`src/rtl/tpwd_pkg.sv`:
```
package tpwd_pkg;

    localparam int SAMPLE_WIDTH = 16;
    localparam int COUNT_WIDTH  = 16;

    localparam int THR_WIDTH   = 15;
    localparam int LIMIT_WIDTH = 16;
    localparam int BYTE_WIDTH  = 8;

    localparam int S_TDATA_WIDTH = ((SAMPLE_WIDTH + 7) / 8) * 8;
    localparam int M_TDATA_WIDTH = 8;

    localparam int LVL_WIDTH = ((SAMPLE_WIDTH > THR_WIDTH + 1) ? SAMPLE_WIDTH : THR_WIDTH + 1) + 1;
    localparam int CMP_WIDTH = (COUNT_WIDTH > LIMIT_WIDTH) ? COUNT_WIDTH : LIMIT_WIDTH;

    localparam int FIFO_DEPTH = 4;
    localparam int FIFO_AW    = $clog2(FIFO_DEPTH);

    localparam int CFG_IDX_WIDTH = 2;
    localparam logic [CFG_IDX_WIDTH-1:0] REG_LEVEL_THRESHOLD = 2'd0;
    localparam logic [CFG_IDX_WIDTH-1:0] REG_SHORT_LIMIT     = 2'd1;
    localparam logic [CFG_IDX_WIDTH-1:0] REG_LONG_LIMIT      = 2'd2;

    localparam logic [BYTE_WIDTH-1:0] SYNC_BYTE = 8'hA5;

    localparam logic [THR_WIDTH-1:0]   THR_RESET   = 15'd3277;
    localparam logic [LIMIT_WIDTH-1:0] SHORT_RESET = 16'd100;
    localparam logic [LIMIT_WIDTH-1:0] LONG_RESET  = 16'd230;

    typedef enum logic [1:0] {
        CLS_SHORT  = 2'd0,
        CLS_MEDIUM = 2'd1,
        CLS_LONG   = 2'd2
    } cls_t;

    typedef struct packed {
        logic [THR_WIDTH-1:0]   level_threshold;
        logic [LIMIT_WIDTH-1:0] short_limit;
        logic [LIMIT_WIDTH-1:0] long_limit;
    } cfg_t;

    typedef struct packed {
        logic full;
        logic empty;
    } fifo_stat_t;

endpackage

```
`src/rtl/tpwd_front.sv`:
```
module tpwd_front (
    input  logic                                    aclk,
    input  logic                                    aresetn,
    input  tpwd_pkg::cfg_t                          cfg,
    input  logic                                    s_tvalid,
    output logic                                    s_tready,
    input  logic signed [tpwd_pkg::SAMPLE_WIDTH-1:0] sample,
    input  logic                                    last_sample,
    input  tpwd_pkg::fifo_stat_t                    fifo_stat,
    output logic                                    push,
    output tpwd_pkg::cls_t                          push_cls
);

    logic                                   prev_level_reg;
    logic [tpwd_pkg::COUNT_WIDTH-1:0]       run_length_reg;
    logic                                   accept;
    logic                                   level;
    logic                                   run_end;
    logic signed [tpwd_pkg::LVL_WIDTH-1:0]  sample_ext;
    logic signed [tpwd_pkg::LVL_WIDTH-1:0]  neg_thr;
    logic [tpwd_pkg::CMP_WIDTH-1:0]         run_ext;

    assign s_tready   = !fifo_stat.full;
    assign accept     = s_tvalid && s_tready;
    assign sample_ext = tpwd_pkg::LVL_WIDTH'(sample);
    assign neg_thr    = tpwd_pkg::LVL_WIDTH'(0)
                      - $signed(tpwd_pkg::LVL_WIDTH'(cfg.level_threshold));
    assign level      = (sample_ext < neg_thr);
    assign run_end    = (level != prev_level_reg) || last_sample;
    assign run_ext    = tpwd_pkg::CMP_WIDTH'(run_length_reg);
    assign push       = accept && run_end && !prev_level_reg;

    always_comb begin
        if (run_ext < tpwd_pkg::CMP_WIDTH'(cfg.short_limit)) begin
            push_cls = tpwd_pkg::CLS_SHORT;
        end else if (run_ext < tpwd_pkg::CMP_WIDTH'(cfg.long_limit)) begin
            push_cls = tpwd_pkg::CLS_MEDIUM;
        end else begin
            push_cls = tpwd_pkg::CLS_LONG;
        end
    end

    always_ff @(posedge aclk) begin
        if (!aresetn) begin
            prev_level_reg <= 1'b0;
            run_length_reg <= '0;
        end else if (accept) begin
            prev_level_reg <= level;
            if (run_end) begin
                run_length_reg <= '0;
            end else if (run_length_reg != {tpwd_pkg::COUNT_WIDTH{1'b1}}) begin
                run_length_reg <= run_length_reg + 1'b1;
            end
        end
    end

endmodule

```
`src/rtl/tpwd_fifo.sv`:
```
module tpwd_fifo (
    input  logic                 aclk,
    input  logic                 aresetn,
    input  logic                 push,
    input  tpwd_pkg::cls_t       push_cls,
    input  logic                 pop,
    output tpwd_pkg::cls_t       pop_cls,
    output tpwd_pkg::fifo_stat_t stat
);

    tpwd_pkg::cls_t                 mem_reg [tpwd_pkg::FIFO_DEPTH];
    logic [tpwd_pkg::FIFO_AW-1:0]   wr_ptr_reg;
    logic [tpwd_pkg::FIFO_AW-1:0]   rd_ptr_reg;
    logic [tpwd_pkg::FIFO_AW:0]     count_reg;
    logic                           do_push;
    logic                           do_pop;

    assign stat.full  = (count_reg == (tpwd_pkg::FIFO_AW+1)'(tpwd_pkg::FIFO_DEPTH));
    assign stat.empty = (count_reg == '0);
    assign do_push    = push && !stat.full;
    assign do_pop     = pop && !stat.empty;
    assign pop_cls    = mem_reg[rd_ptr_reg];

    always_ff @(posedge aclk) begin
        if (do_push) begin
            mem_reg[wr_ptr_reg] <= push_cls;
        end
    end

    always_ff @(posedge aclk) begin
        if (!aresetn) begin
            wr_ptr_reg <= '0;
            rd_ptr_reg <= '0;
            count_reg  <= '0;
        end else begin
            if (do_push) begin
                wr_ptr_reg <= wr_ptr_reg + 1'b1;
            end
            if (do_pop) begin
                rd_ptr_reg <= rd_ptr_reg + 1'b1;
            end
            case ({do_push, do_pop})
                2'b10:   count_reg <= count_reg + 1'b1;
                2'b01:   count_reg <= count_reg - 1'b1;
                default: count_reg <= count_reg;
            endcase
        end
    end

endmodule

```
`src/rtl/tpwd_back.sv`:
```
module tpwd_back (
    input  logic                               aclk,
    input  logic                               aresetn,
    input  tpwd_pkg::fifo_stat_t               fifo_stat,
    input  tpwd_pkg::cls_t                     pop_cls,
    output logic                               pop,
    output logic                               m_tvalid,
    input  logic                               m_tready,
    output logic [tpwd_pkg::BYTE_WIDTH-1:0]    data_byte,
    output logic                               is_sync
);

    logic [tpwd_pkg::BYTE_WIDTH-1:0] shift_byte_reg;
    logic [tpwd_pkg::BYTE_WIDTH-1:0] shift_byte_next;
    logic                            half_pulse_reg;
    logic                            half_pulse_next;
    logic                            hunting_reg;
    logic                            hunting_next;
    logic                            m_tvalid_reg;
    logic [tpwd_pkg::BYTE_WIDTH-1:0] data_byte_reg;
    logic                            is_sync_reg;
    logic                            emit;
    logic                            emit_sync;

    assign pop       = !fifo_stat.empty && (!m_tvalid_reg || m_tready);
    assign m_tvalid  = m_tvalid_reg;
    assign data_byte = data_byte_reg;
    assign is_sync   = is_sync_reg;

    always_comb begin
        shift_byte_next = shift_byte_reg;
        half_pulse_next = half_pulse_reg;
        hunting_next    = hunting_reg;
        emit            = 1'b0;
        emit_sync       = 1'b0;
        unique case (pop_cls)
            tpwd_pkg::CLS_SHORT: begin
                if (half_pulse_reg) begin
                    shift_byte_next = {1'b1, shift_byte_reg[tpwd_pkg::BYTE_WIDTH-1:1]};
                end
                half_pulse_next = !half_pulse_reg;
            end
            tpwd_pkg::CLS_MEDIUM: begin
                shift_byte_next = {1'b0, shift_byte_reg[tpwd_pkg::BYTE_WIDTH-1:1]};
            end
            default: begin
                shift_byte_next = {half_pulse_reg, shift_byte_reg[tpwd_pkg::BYTE_WIDTH-1:1]};
                half_pulse_next = 1'b0;
                emit            = !hunting_reg;
            end
        endcase
        if (hunting_reg && shift_byte_next == tpwd_pkg::SYNC_BYTE) begin
            hunting_next = 1'b0;
            emit         = 1'b1;
            emit_sync    = 1'b1;
        end
    end

    always_ff @(posedge aclk) begin
        if (!aresetn) begin
            shift_byte_reg <= '0;
            half_pulse_reg <= 1'b0;
            hunting_reg    <= 1'b1;
            m_tvalid_reg   <= 1'b0;
        end else begin
            if (pop) begin
                shift_byte_reg <= shift_byte_next;
                half_pulse_reg <= half_pulse_next;
                hunting_reg    <= hunting_next;
                m_tvalid_reg   <= emit;
                if (emit) begin
                    data_byte_reg <= shift_byte_next;
                    is_sync_reg   <= emit_sync;
                end
            end else if (m_tready) begin
                m_tvalid_reg <= 1'b0;
            end
        end
    end

endmodule

```
`src/rtl/tape_pulse_width_byte_decoder.sv`:
```
// Tape pulse-width byte decoder.
// s_ channel: one sample per beat, tdata = sample (signed), tlast = last sample
// of the recording; tlast ends the current run at that sample.
// m_ channel: one decoded byte per beat, tdata = byte, tuser[0] = sync marker
// (set only on the A5h byte that ends the sync hunt).
// cfg channel: cfg_index selects level_threshold (0), short_limit (1) or
// long_limit (2); cfg_ready is always high. Write only while the block is idle.
// Throughput: one sample per cycle while s_tready is high. A front stage
// measures runs and classifies each finished low run in the accept cycle;
// a 4-entry queue feeds a back stage that shifts bits and loads the output
// register, which takes a byte after its class leaves the queue. While
// m_tready is low and a byte is valid, the output register holds it, the
// back stage stops, the queue fills and then s_tready drops.
// Reset (aresetn low, synchronous) restores register defaults, clears the run
// counter, shift byte and queue, and restarts the sync hunt.
module tape_pulse_width_byte_decoder (
    input  logic                                   aclk,
    input  logic                                   aresetn,
    input  logic                                   s_tvalid,
    output logic                                   s_tready,
    input  logic [tpwd_pkg::S_TDATA_WIDTH-1:0]     s_tdata,   // sample
    input  logic                                   s_tlast,   // last_sample
    output logic                                   m_tvalid,
    input  logic                                   m_tready,
    output logic [tpwd_pkg::M_TDATA_WIDTH-1:0]     m_tdata,   // data_byte
    output logic                                   m_tuser,   // is_sync
    input  logic                                   cfg_valid,
    output logic                                   cfg_ready,
    input  logic [tpwd_pkg::CFG_IDX_WIDTH-1:0]     cfg_index,
    input  logic [tpwd_pkg::LIMIT_WIDTH-1:0]       cfg_data
);

    tpwd_pkg::cfg_t       cfg_reg;
    tpwd_pkg::fifo_stat_t fifo_stat;
    tpwd_pkg::cls_t       push_cls;
    tpwd_pkg::cls_t       pop_cls;
    logic                 push;
    logic                 pop;
    logic signed [tpwd_pkg::SAMPLE_WIDTH-1:0] sample;

    assign cfg_ready = 1'b1;
    assign sample    = $signed(s_tdata[tpwd_pkg::SAMPLE_WIDTH-1:0]);

    always_ff @(posedge aclk) begin
        if (!aresetn) begin
            cfg_reg.level_threshold <= tpwd_pkg::THR_RESET;
            cfg_reg.short_limit     <= tpwd_pkg::SHORT_RESET;
            cfg_reg.long_limit      <= tpwd_pkg::LONG_RESET;
        end else if (cfg_valid && cfg_ready) begin
            unique case (cfg_index)
                tpwd_pkg::REG_LEVEL_THRESHOLD:
                    cfg_reg.level_threshold <= cfg_data[tpwd_pkg::THR_WIDTH-1:0];
                tpwd_pkg::REG_SHORT_LIMIT: cfg_reg.short_limit <= cfg_data;
                tpwd_pkg::REG_LONG_LIMIT:  cfg_reg.long_limit  <= cfg_data;
                default: ;
            endcase
        end
    end

    tpwd_front u_front (
        .aclk        (aclk),
        .aresetn     (aresetn),
        .cfg         (cfg_reg),
        .s_tvalid    (s_tvalid),
        .s_tready    (s_tready),
        .sample      (sample),
        .last_sample (s_tlast),
        .fifo_stat   (fifo_stat),
        .push        (push),
        .push_cls    (push_cls)
    );

    tpwd_fifo u_fifo (
        .aclk     (aclk),
        .aresetn  (aresetn),
        .push     (push),
        .push_cls (push_cls),
        .pop      (pop),
        .pop_cls  (pop_cls),
        .stat     (fifo_stat)
    );

    tpwd_back u_back (
        .aclk      (aclk),
        .aresetn   (aresetn),
        .fifo_stat (fifo_stat),
        .pop_cls   (pop_cls),
        .pop       (pop),
        .m_tvalid  (m_tvalid),
        .m_tready  (m_tready),
        .data_byte (m_tdata),
        .is_sync   (m_tuser)
    );

endmodule

```
`config.mk`:
```
export PLATFORM = sky130hd
export DESIGN_NAME = tape_pulse_width_byte_decoder
export DESIGN_NICKNAME = d
export VERILOG_FILES = /design/src/rtl/tpwd_pkg.sv /design/src/rtl/tpwd_front.sv /design/src/rtl/tpwd_fifo.sv /design/src/rtl/tpwd_back.sv /design/src/rtl/tape_pulse_width_byte_decoder.sv
export SDC_FILE = /design/constraint.sdc
export NUM_CORES = 1
export LEC_CHECK = 0
export ABC_CLOCK_PERIOD_IN_PS = 4850
export BUFFER_PORTS_ARGS = -buffer_cell sky130_fd_sc_hd__buf_4
export CAP_MARGIN = 40
export CELL_PAD_IN_SITES_DETAIL_PLACEMENT = 0
export CELL_PAD_IN_SITES_GLOBAL_PLACEMENT = 1
export CORE_MARGIN = 2
export CORE_UTILIZATION = 41
export DETAILED_ROUTE_END_ITERATION = 10
export GPL_ROUTABILITY_DRIVEN = 1
export HOLD_SLACK_MARGIN = 0.06
export PLACE_DENSITY = 0.86
export SYNTH_ARGS = -nofsm -noshare
export SYNTH_HDL_FRONTEND = slang
export SYNTH_SLANG_ARGS = --single-unit
```
`constraint.sdc`:
```
create_clock -name aclk -period 4.85 [get_ports aclk]
set_clock_uncertainty 0.05 [all_clocks]
set_input_delay 0.485 -clock aclk [delete_from_list [all_inputs] [get_ports aclk]]
set_output_delay 0.485 -clock aclk [all_outputs]
set_load 0.005 [all_outputs]
```
Word level (Yosys, flattened, before mapping)
Memories as Yosys holds them, arrays and structs flattened. A register that Yosys moved wholly into a read port is not among the register bits.
Cells that the tools add are included.
{"block": "word_totals", "ramBits": 8, "memories": 1, "reg_bits": 91}
{"name": "u_fifo.mem_reg", "words": 4, "word_bits": 2, "rd": 1, "rd_ports_with_merged_regs": 1, "wr": 1, "line": "tpwd_fifo.sv:11", "rtl": "tpwd_pkg::cls_t mem_reg [tpwd_pkg::FIFO_DEPTH];"}
{"block": "classes", "bitwise_logic": 1, "add_sub_neg": 6, "reduce_logical": 29, "n_eq_ne": 9, "order_cmp": 3, "muxes": 17}
{"cell": "16-bit less-than comparator", "n": 3}
{"cell": "16-bit 2-to-1 mux", "n": 2}
{"cell": "16-bit by 1-bit adder with 16-bit output (second input constant)", "n": 1}
{"cell": "16-bit inequality test (second input constant)", "n": 1}
{"cell": "8-bit case mux with 2 select lines", "n": 1}
{"cell": "1-bit by 15-bit subtractor with 16-bit output (first input constant)", "n": 1}
{"cell": "2-bit AND reduction", "n": 6}
{"cell": "8-bit == test (second input constant)", "n": 1}
{"cell": "2-bit 2-to-1 mux", "n": 4}
{"cell": "8-bit 2-to-1 mux", "n": 1}
{"cell": "1-bit logical AND", "n": 7}
{"cell": "1-bit 2-to-1 mux", "n": 7}
{"cell": "2-bit by 1-bit == test with 1-bit output (second input constant)", "n": 3}
{"cell": "1-bit zero test", "n": 6}
{"cell": "3-bit case mux with 2 select lines", "n": 1}
{"cell": "2-bit nonzero test", "n": 3}
{"cell": "2-bit by 1-bit adder with 2-bit output (second input constant)", "n": 2}
{"cell": "2-bit == test (second input constant)", "n": 2}
{"cell": "2-bit zero test", "n": 2}
{"cell": "3-bit by 1-bit adder with 3-bit output (second input constant)", "n": 1}
{"cell": "3-bit == test (second input constant)", "n": 1}
{"cell": "3-bit zero test", "n": 1}
{"cell": "3-bit AND reduction", "n": 1}
{"cell": "3-bit by 1-bit subtractor with 3-bit output (second input constant)", "n": 1}
{"cell": "other kinds (5)", "n": 6}

Logic depth before layout (Yosys ltp)
Gate-level depths: netlist of run 1.
{"block": "depth", "word_depth": 9, "mapped_depth": 20, "ltp_nobuf": 20}

Hierarchy
A second synthesis of run 1 with hierarchy kept.
{"block": "unflattened", "cells_unflattened": 629, "hier_area_um2": 5894.4}
{"mod": "tpwd_front", "cells_per_inst": 299, "area_each_um2": 2316.0, "instances": 1, "seq_area_each_um2": 340.3}
{"mod": "tape_pulse_width_byte_decoder", "cells_per_inst": 183, "area_each_um2": 1863.0, "instances": 1, "seq_area_each_um2": 940.9}
{"mod": "tpwd_back", "cells_per_inst": 83, "area_each_um2": 935.9, "instances": 1, "seq_area_each_um2": 490.5}
{"mod": "tpwd_fifo", "cells_per_inst": 64, "area_each_um2": 779.5, "instances": 1, "seq_area_each_um2": 420.4}

Least setup slack after synthesis of run 1
OpenSTA, ideal clock, no wires.
{"block": "synth_timing", "kind": "register -> register", "start": "register cfg_reg[34] in the netlist's numbering", "end": "register u_fifo.count_reg[2] in the netlist's numbering", "setup_time_ps": 76, "arrival_ps": 4543, "n_path_buf": 0, "stages_incl_launch_ff": 21, "path_slack_ps": 181, "synth_period_minus_slack_ps": 4669, "required_time_ps": 4724, "cell_sequence": "dfxtp_1 > or4_1 > nor2_1 > nand2_1 > nor3_1 > nand2b_1 > nor4_1 > xor2_1 > ha_1 > nand4_1 > or4_1 > a211o_1 > a31oi_4 > a211oi_2 > inv_1 > ha_1 > inv_1 > fa_1 > xor2_1 > or3_1 > a21boi_0"}
{"block": "synth_between", "elab_chain_len": 9}
{"item": "start: declaration", "line": "tape_pulse_width_byte_decoder.sv:33", "rtl": "tpwd_pkg::cfg_t cfg_reg;"}
{"item": "1-bit by 15-bit subtractor with 16-bit output (*)", "line": "tpwd_front.sv:27", "rtl": "- $signed(tpwd_pkg::LVL_WIDTH'(cfg.level_threshold));"}
{"item": "16-bit less-than comparator (*)", "line": "tpwd_front.sv:28", "rtl": "assign level = (sample_ext < neg_thr);"}
{"item": "1-bit inequality test (*)", "line": "tpwd_front.sv:29", "rtl": "assign run_end = (level != prev_level_reg) || last_sample;"}
{"item": "1-bit logical OR (*)", "line": "tpwd_front.sv:29"}
{"item": "1-bit logical AND (*) (2 in series)", "line": "tpwd_front.sv:31", "rtl": "assign push = accept && run_end && !prev_level_reg;"}
{"item": "1-bit logical AND (*)", "line": "tpwd_fifo.sv:20", "rtl": "assign do_push = push && !stat.full;"}
{"item": "2-bit by 1-bit == test with 1-bit output or 2-bit == test (tied branches)", "line": "tpwd_fifo.sv:42", "rtl": "case ({do_push, do_pop})"}
{"item": "3-bit case mux with 2 select lines or 2-bit nonzero test (tied branches)"}
{"item": "end signal: assignment", "line": "tpwd_fifo.sv:43", "rtl": "2'b10: count_reg <= count_reg + 1'b1;"}
{"item": "end signal: assignment", "line": "tpwd_fifo.sv:44", "rtl": "2'b01: count_reg <= count_reg - 1'b1;"}
{"item": "end signal: assignment", "line": "tpwd_fifo.sv:45", "rtl": "default: count_reg <= count_reg;"}
{"item": "end: declaration", "line": "tpwd_fifo.sv:14", "rtl": "logic [tpwd_pkg::FIFO_AW:0] count_reg;"}
Mark *: on every way between the ends. The rest lies on a longest branch, timed or not.
A chain may end at the register's enable or synchronous reset.

Final worst setup path of run 1
{"block": "layout_timing", "start": "register cfg_reg[35] in the netlist's numbering", "end": "register u_fifo.count_reg[2] in the netlist's numbering"}
Same word-level chain as after synthesis.

==> results of run 1 <==
kinds of logic (layout without fill, tap and decap cells):
group	after synthesis	count (layout)	synth area share
compound gates	116	116	0.155
xor+xnor	19	19	0.0299
fa+ha+maj	53	53	0.120
buf+inv	68	125	0.0474
flops	101	101	0.394
mux	16	16	0.0355
other cells	1	1	0.000673
simple gates	252	252	0.218
power by group through the flow:
stage / Combinational (µW) / Clock, µW / Sequential [µW]
2_1_floorplan: 317 / 0 / 954
3_3_place_gp: 423 / 0 / 962
3_5_place_dp: 445 / 0 / 965
4_1_cts: 451 / 722 / 947
5_1_grt: 532 / 760 / 954
6_report: 468 / 705 / 948
per-stage QoR:
stage	instance area [µm²]	total power (µW)	hold WS, ns	setup TNS (ns)	setup slack [ns]
after detailed placement	6130	1410	0.407	-0.0647	-0.0647
after CTS	6430	2120	0.327	0	0.0508
final	6510	2120	0.329	0	0.126
after floorplan	5570	1270	0.393	0	0.181
after global placement	6130	1380	0.405	0	0.186
after global routing	6510	2250	0.333	-0.132	-0.132
routing by layer:
metal | wire [µm] | up-vias | track usage
met5 | 0 | - | 0
met4 | 126 | 0 | 0.0414
met3 | 415 | 11 | 0.0368
met2 | 6520 | 64 | 0.340
met1 | 5250 | 2110 | 0.202
li1 | - | 2279 | -
cell usage in the layout, fill, tap and decap left out, drive strengths merged, types with 12 or more instances in the layout:
| cell type | Yosys | final |
|---|---|---|
| edfxtp | 17 | 17 |
| nor2 | 22 | 22 |
| and2 | 15 | 15 |
| nand2 | 125 | 125 |
| inv | 44 | 44 |
| dfxtp | 84 | 84 |
| o21ai | 14 | 14 |
| a21boi | 41 | 41 |
| ha | 52 | 52 |
| nor3 | 18 | 18 |
| buf | 3 | 64 |
| nand3 | 14 | 14 |
| a21oi | 14 | 14 |
| a21o | 12 | 12 |
tightest hold or removal path, delay by kind of cell:
kind / cells / cell delay (ns)
buffers and inverters: 1 / 0.10
and+or+nand+nor: 2 / 0.10
layout make-up:
cell class	instances	share of cell area
Clock inverter	5	0.00768
Tap cell	176	0.0338
Inverter	45	0.0259
Clock buffer	11	0.0373
Sequential cell	101	0.337
Timing Repair Buffer	64	0.0738
Multi-Input combinational cell	457	0.484
path summary, 6_finish.rpt:
check | end | cells past startpoint | from | slack, ns
max reg2reg | u_fifo.count_reg[2] | 20 | cfg_reg[35] | 0.13
min reg2reg | cfg_reg[14] | 2 | cfg_reg[14] | 0.42
min | cfg_reg[35] | 3 | cfg_data[3] | 0.33
max | u_fifo.count_reg[2] | 20 | cfg_reg[35] | 0.13
timing repair:
action | in CTS | in global routing
buffers inserted | 0 | 6
pin swaps | 0 | 12
endpoints found under the setup margin | 1 | 2
resized for setup | 2 | 13
==> metrics.csv, run 1 <==
stage,metric,value,unit
finish,P&R area growth vs syn,16.9,%
setup_path,startpoint types,flop,
synth,cell area after synthesis,5570,µm²
worst_hold_path,Hold WC Path Type,in -> reg,
finish,layout cell share with drive strength beyond 1,0.163,
sta,RSZ-0062 raised after global routing,true,
setup_path,kind of critical path,reg -> reg,
setup_path,"most used cell, CP",xor2_1,
synth,Post-Syn Nets,719,
synth,Synth warnings,0,
setup_path,CP Buf/Inv Count,2,
synth,Post-synth EDFFs,17,
global_route,Tot GR Track Use,0.179,
synth,top cell type's share of synthesized area,0.302,
route,Pre-antenna DRT Iters,4,
pwr,combinational share of power,0.221,
synth,#FFs+latches synth,101,
synth,Synth Instances,626,
pwr,P_int,1530,µW
pwr,Clock power frac,0.332,
finish,fill count,1282,
finish,multi-input logic area,3150,µm²
finish,Util after Layout,0.492,
route,vias per std cell,5.20,
finish,Non-Filler Instances,859,
clock_network,CTS Buf Count,9,
sta,fin crit share,0.974,
finish,register area,2200,µm²
setup_path,cell chain of the critical path,or4_4 -> nor2_4 -> nand2_2 -> nor3_4 -> nand2b_1 -> nor4_2 -> xor2_1 -> ha_1 -> nand4_1 -> or4_1 -> a211o_1 -> a31oi_4 -> a211oi_2 -> inv_1 -> ha_2 -> inv_2 -> fa_2 -> xor2_1 -> or3_1 -> a21boi_1,
pwr,Peak VDD IR,0.179,mV
route,Residual DRC,0,
global_route,vias in the first global route,4394,
global_route,first-pass GRT wire length,20.7,mm
pwr,PwrDens,326,nW/µm²
clock_network,Clock transition at path regs,0.06,ns
synth,most frequent cell after synthesis,nand2_1,
floorplanning,initial core utilization,0.421,
floorplanning,Core Area,13200,µm²
setup_path,largest stage delay on the critical path,0.53,ns
synth,asr flop ratio synth,0,
placed_design,hpwl dp,9.30,mm
clock_network,clock insertion delay at the later pin of the skew report,0.34,ns
finish,ant diodes,0,
setup_path,Worst setup EP type,flop,
clock_network,CTS tree,built,
sta,Final min period,4.72,ns
synth,Synth area leaders,"dfxtp_1, ha_1, edfxtp_1",
clock_network,H-tree levels,3,
global_route,pin count of the biggest net entering global routing,72,
pwr,switching pwr,592,µW
sta,Max transition margin,0.429,
sta,worst slew pin tran,0.856,ns
setup_path,CP Data Required Time,5.07,ns
synth,"area leader, netlist",dfxtp_1,
placed_design,Port Buf Inserts,50,
setup_path,CP max-delay cell,or4_4,
synth,most common library cells after synthesis,"nand2_1, dfxtp_1, ha_1",
floorplanning,num rows,42,
placed_design,GPL Wtd Cong,0.824,
pwr,Seq pwr share,0.447,
setup_path,Worst Path Arrival,4.94,ns
route,via count,4464,
setup_path,Top Family by Delay on Critical Path,simple AND/OR/NAND/NOR gates,
route,Routed Antenna Nets,0,
placed_design,placed insts,837,
clock_network,root buf cell,clkbuf_16,
route,wire length per cell,14.3,µm
pwr,static leakage,0.00273,µW
global_route,global route overflow,0,
clock_network,"Hold-fix buffers, CTS",0,
sta,fmax,212,MHz
synth,synthesized area per cell,8.90,µm²
route,Routed Wire Length,12.3,mm
sta,endpoints failing hold,0,
finish,fin nets,771,
floorplanning,die width,121,µm
flow_run,Maximum Capacitance Violations,0,
clock_network,clock sink total,101,
clock_network,clk buf depth,2,
pwr,Switching Fraction,0.279,
floorplanning,Die Ht,121,µm
synth,ys flop type,dfxtp_1,
floorplanning,I/O pin total,52,
global_route,initial antenna violation count,0,
synth,synth unique cells,54,
route,detailed router's first-iteration violation count,244,
sta,Slew Limit Fails,0,
finish,Largest register FFs,47,
setup_path,crit path max fanout,4,
floorplanning,Die ar.,14500,µm²
outcome,status,"complete, no violations",
sta,final setup vio count,0,
synth,sequential fraction of the synthesis area,0.394,
(Power assumes the default switching activity.)
==> run 2: changes to the inputs <==
--- a/config.mk
+++ b/config.mk
@@ -6,13 +6,13 @@
 export NUM_CORES = 1
 export LEC_CHECK = 0
 export ABC_CLOCK_PERIOD_IN_PS = 4850
-export BUFFER_PORTS_ARGS = -buffer_cell sky130_fd_sc_hd__buf_4
 export CAP_MARGIN = 40
 export CELL_PAD_IN_SITES_DETAIL_PLACEMENT = 0
 export CELL_PAD_IN_SITES_GLOBAL_PLACEMENT = 1
 export CORE_MARGIN = 2
-export CORE_UTILIZATION = 41
+export CORE_UTILIZATION = 44
 export DETAILED_ROUTE_END_ITERATION = 10
+export DONT_BUFFER_PORTS = 1
 export GPL_ROUTABILITY_DRIVEN = 1
 export HOLD_SLACK_MARGIN = 0.06
 export PLACE_DENSITY = 0.86
==> run 2 against run 1 <==
  * Routed wire length is 2.4% lower
  * Clock power shrank 4.3%
  * Worst hold slack got worse by 0.16 ns
  * Sequential power about the same
  * Sequential share of layout area rose by 2.2 points
  * Non-clock buffer count shrank 51
  * Via count decreased by 3.8%
  * Largest cell class unchanged
==> metrics.csv, run 2 (same netlist as run 1, synthesis figures left out) <==
stage,metric,value,unit,change
route,WL met1,5.10,mm,-3.0%
placed_design,placed insts,783,,-6.5%
clock_network,Clock transition at path regs,0.07,ns,about the same
clock_network,H-tree levels,3,,unchanged
sta,Final min period,4.67,ns,-0.0523 ns
setup_path,crit path from,cfg_reg[37],,
global_route,initial antenna violation count,0,,unchanged
route,detailed router's first-iteration violation count,220,,-9.8%
route,Pre-antenna DRT Iters,5,,+1
floorplanning,Core Area,12500,µm²,-5.9%
finish,"commonest non-fill, non-tap cell in the layout",nand2_1,,
floorplanning,die width,117,µm,-3.4%
finish,fin nets,720,,-6.6%
route,via count,4295,,-3.8%
placed_design,placed cell area,5750,µm²,-6.2%
pwr,Peak VDD IR,0.187,mV,+4.6%
floorplanning,initial core utilization,0.447,,+0.0262
sta,final setup vio count,0,,unchanged
finish,layout cell share with drive strength beyond 1,0.0949,,-0.0676
global_route,pin count of the biggest net entering global routing,72,,unchanged
global_route,first-pass GRT wire length,20.7,mm,about the same
setup_path,flop2flop setup slack,0.18,ns,+0.05 ns
floorplanning,Die ar.,13600,µm²,-6.6%
placed_design,hpwl dp,8.95,mm,-3.8%
clock_network,clock sink total,101,,unchanged
sta,fin crit share,0.963,,-0.0108
clock_network,clk buf depth,2,,unchanged
finish,Non-Filler Instances,804,,-6.4%
setup_path,Worst setup EP type,flop,,
global_route,vias in the first global route,4370,,-0.55%
route,top sig layer,met4,,
sta,fmax,214,MHz,+1.1%
worst_hold_path,hold path start,aresetn,,
floorplanning,num rows,41,,-2.4%
clock_network,"Hold-fix buffers, CTS",0,,unchanged
setup_path,startpoint types,flop,,
sta,Slew Limit Fails,0,,unchanged
route,Residual DRC,0,,unchanged
placed_design,pre-CTS WS,-0.0896,ns,-0.0249 ns
setup_path,launching point of the worst reg2reg path,cfg_reg[37],,
setup_path,Worst Path Arrival,4.89,ns,-0.05 ns
setup_path,CP Data Required Time,5.07,ns,about the same
global_route,global route overflow,0,,unchanged
finish,Util after Layout,0.490,,-0.00137
clock_network,clock insertion delay at the later pin of the skew report,0.35,ns,about the same
setup_path,crit path max fanout,4,,unchanged
worst_hold_path,Hold Path End,u_back.hunting_reg,,
setup_path,kind of critical path,reg -> reg,,
sta,Max transition margin,0.424,,-0.00516
floorplanning,I/O pin total,52,,unchanged
placed_design,GPL Wtd Cong,0.797,,-3.4%
pwr,static leakage,0.00248,µW,-9.0%
outcome,status,"complete, no violations",,
floorplanning,Die Ht,117,µm,-3.4%
sta,worst slew pin tran,0.864,ns,+0.00774 ns
finish,P&R area growth vs syn,9.75,%,
setup_path,end of the worst register-to-register path,u_fifo.count_reg[2],,
route,Met2 Routed Length,6.12,mm,-6.2%
worst_hold_path,WHS Path Cells,1,,-2
route,WL met3,471,µm,+13%
route,Routed Wire Length,12.0,mm,-2.4%
sta,endpoints failing hold,0,,unchanged
route,Routed Antenna Nets,0,,unchanged
route,vias per std cell,5.34,,+2.8%
pwr,PwrDens,332,nW/µm²,+2.0%
finish,Largest register FFs,47,,unchanged
worst_hold_path,Hold WC Path Type,in -> reg,,
clock_network,root buf cell,clkbuf_16,,
route,wire length per cell,15.0,µm,+4.3%
finish,"Design Area, Final",6110,µm²,-6.1%
sta,Final WS setup,0.179,ns,+0.0523 ns
clock_network,CTS Buf Count,9,,unchanged
finish,ant diodes,0,,unchanged
global_route,Tot GR Track Use,0.195,,+0.0162
setup_path,reg2reg path depth,20,,unchanged
clock_network,CTS tree,built,,
finish,most frequent cells in the layout,"nand2_1, dfxtp_1, ha_1",,
placed_design,Port Buf Inserts,0,,-100%
flow_run,Maximum Capacitance Violations,0,,unchanged
run 2: metal layers:
layer,vias up,track usage
met5,-,0
met4,0,0.0786
met3,24,0.0415
met2,82,0.345
met1,2016,0.229
li1,2173,-
run 2: worst max path at each step:
stage	endpoint	slack [ns]
6_report	u_fifo.count_reg[2]	0.18
3_5_place_dp	u_fifo.count_reg[2]	-0.09
3_3_place_gp	u_fifo.count_reg[2]	0.17
2_1_floorplan	u_fifo.count_reg[2]	0.18
4_1_cts	u_fifo.count_reg[2]	0.03
5_1_grt	u_fifo.count_reg[2]	-0.04
run 2: through the flow:
step | power, µW | setup TNS (ns) | hold slack [ns]
after global routing | 2150 | -0.0411 | 0.165
after CTS | 2040 | 0 | 0.146
after detailed placement | 1360 | -0.0896 | 0.406
final | 2030 | 0 | 0.168
after global placement | 1340 | 0 | 0.402
after floorplan | 1270 | 0 | 0.393
run 2: repair_timing:
action | in CTS | in global routing
resized for setup | 3 | 11
endpoints found under the hold margin | 0 | 0
pin swaps | 0 | 11
buffers inserted | 0 | 5
setup endpoints to repair | 1 | 2
run 2: where the power goes:
group          internal (µW)  total (µW)  switching, µW
logic                    181         408            227
registers                906         949           42.5
clock network            363         675            312
run 2: cell type report:
| type | instances | area, µm² |
|---|---|---|
| Sequential cell | 101 | 2200 |
| Clock inverter | 5 | 35.0 |
| Tap cell | 172 | 215 |
| Multi-Input combinational cell | 457 | 3160 |
| Timing Repair Buffer | 13 | 97.6 |
| Fill cell | 1172 | 6350 |
| Inverter | 45 | 169 |
| Clock buffer | 11 | 243 |
run 2: worst max-delay path, cell delays in order (launching register included):
cell and delay [ns]:
dfxtp_2 0.34, or4_4 0.55, nor2_4 0.11, nand2_2 0.08, nor3_2 0.20, nand2b_1 0.12
nor4_2 0.25, xor2_1 0.11, ha_1 0.31, nand4_1 0.11, or4_1 0.42, a211o_1 0.32
a31oi_4 0.25, a211oi_4 0.11, inv_1 0.07, ha_2 0.18, inv_1 0.05, fa_1 0.37
xor2_1 0.17, or3_1 0.31, a21boi_1 0.14
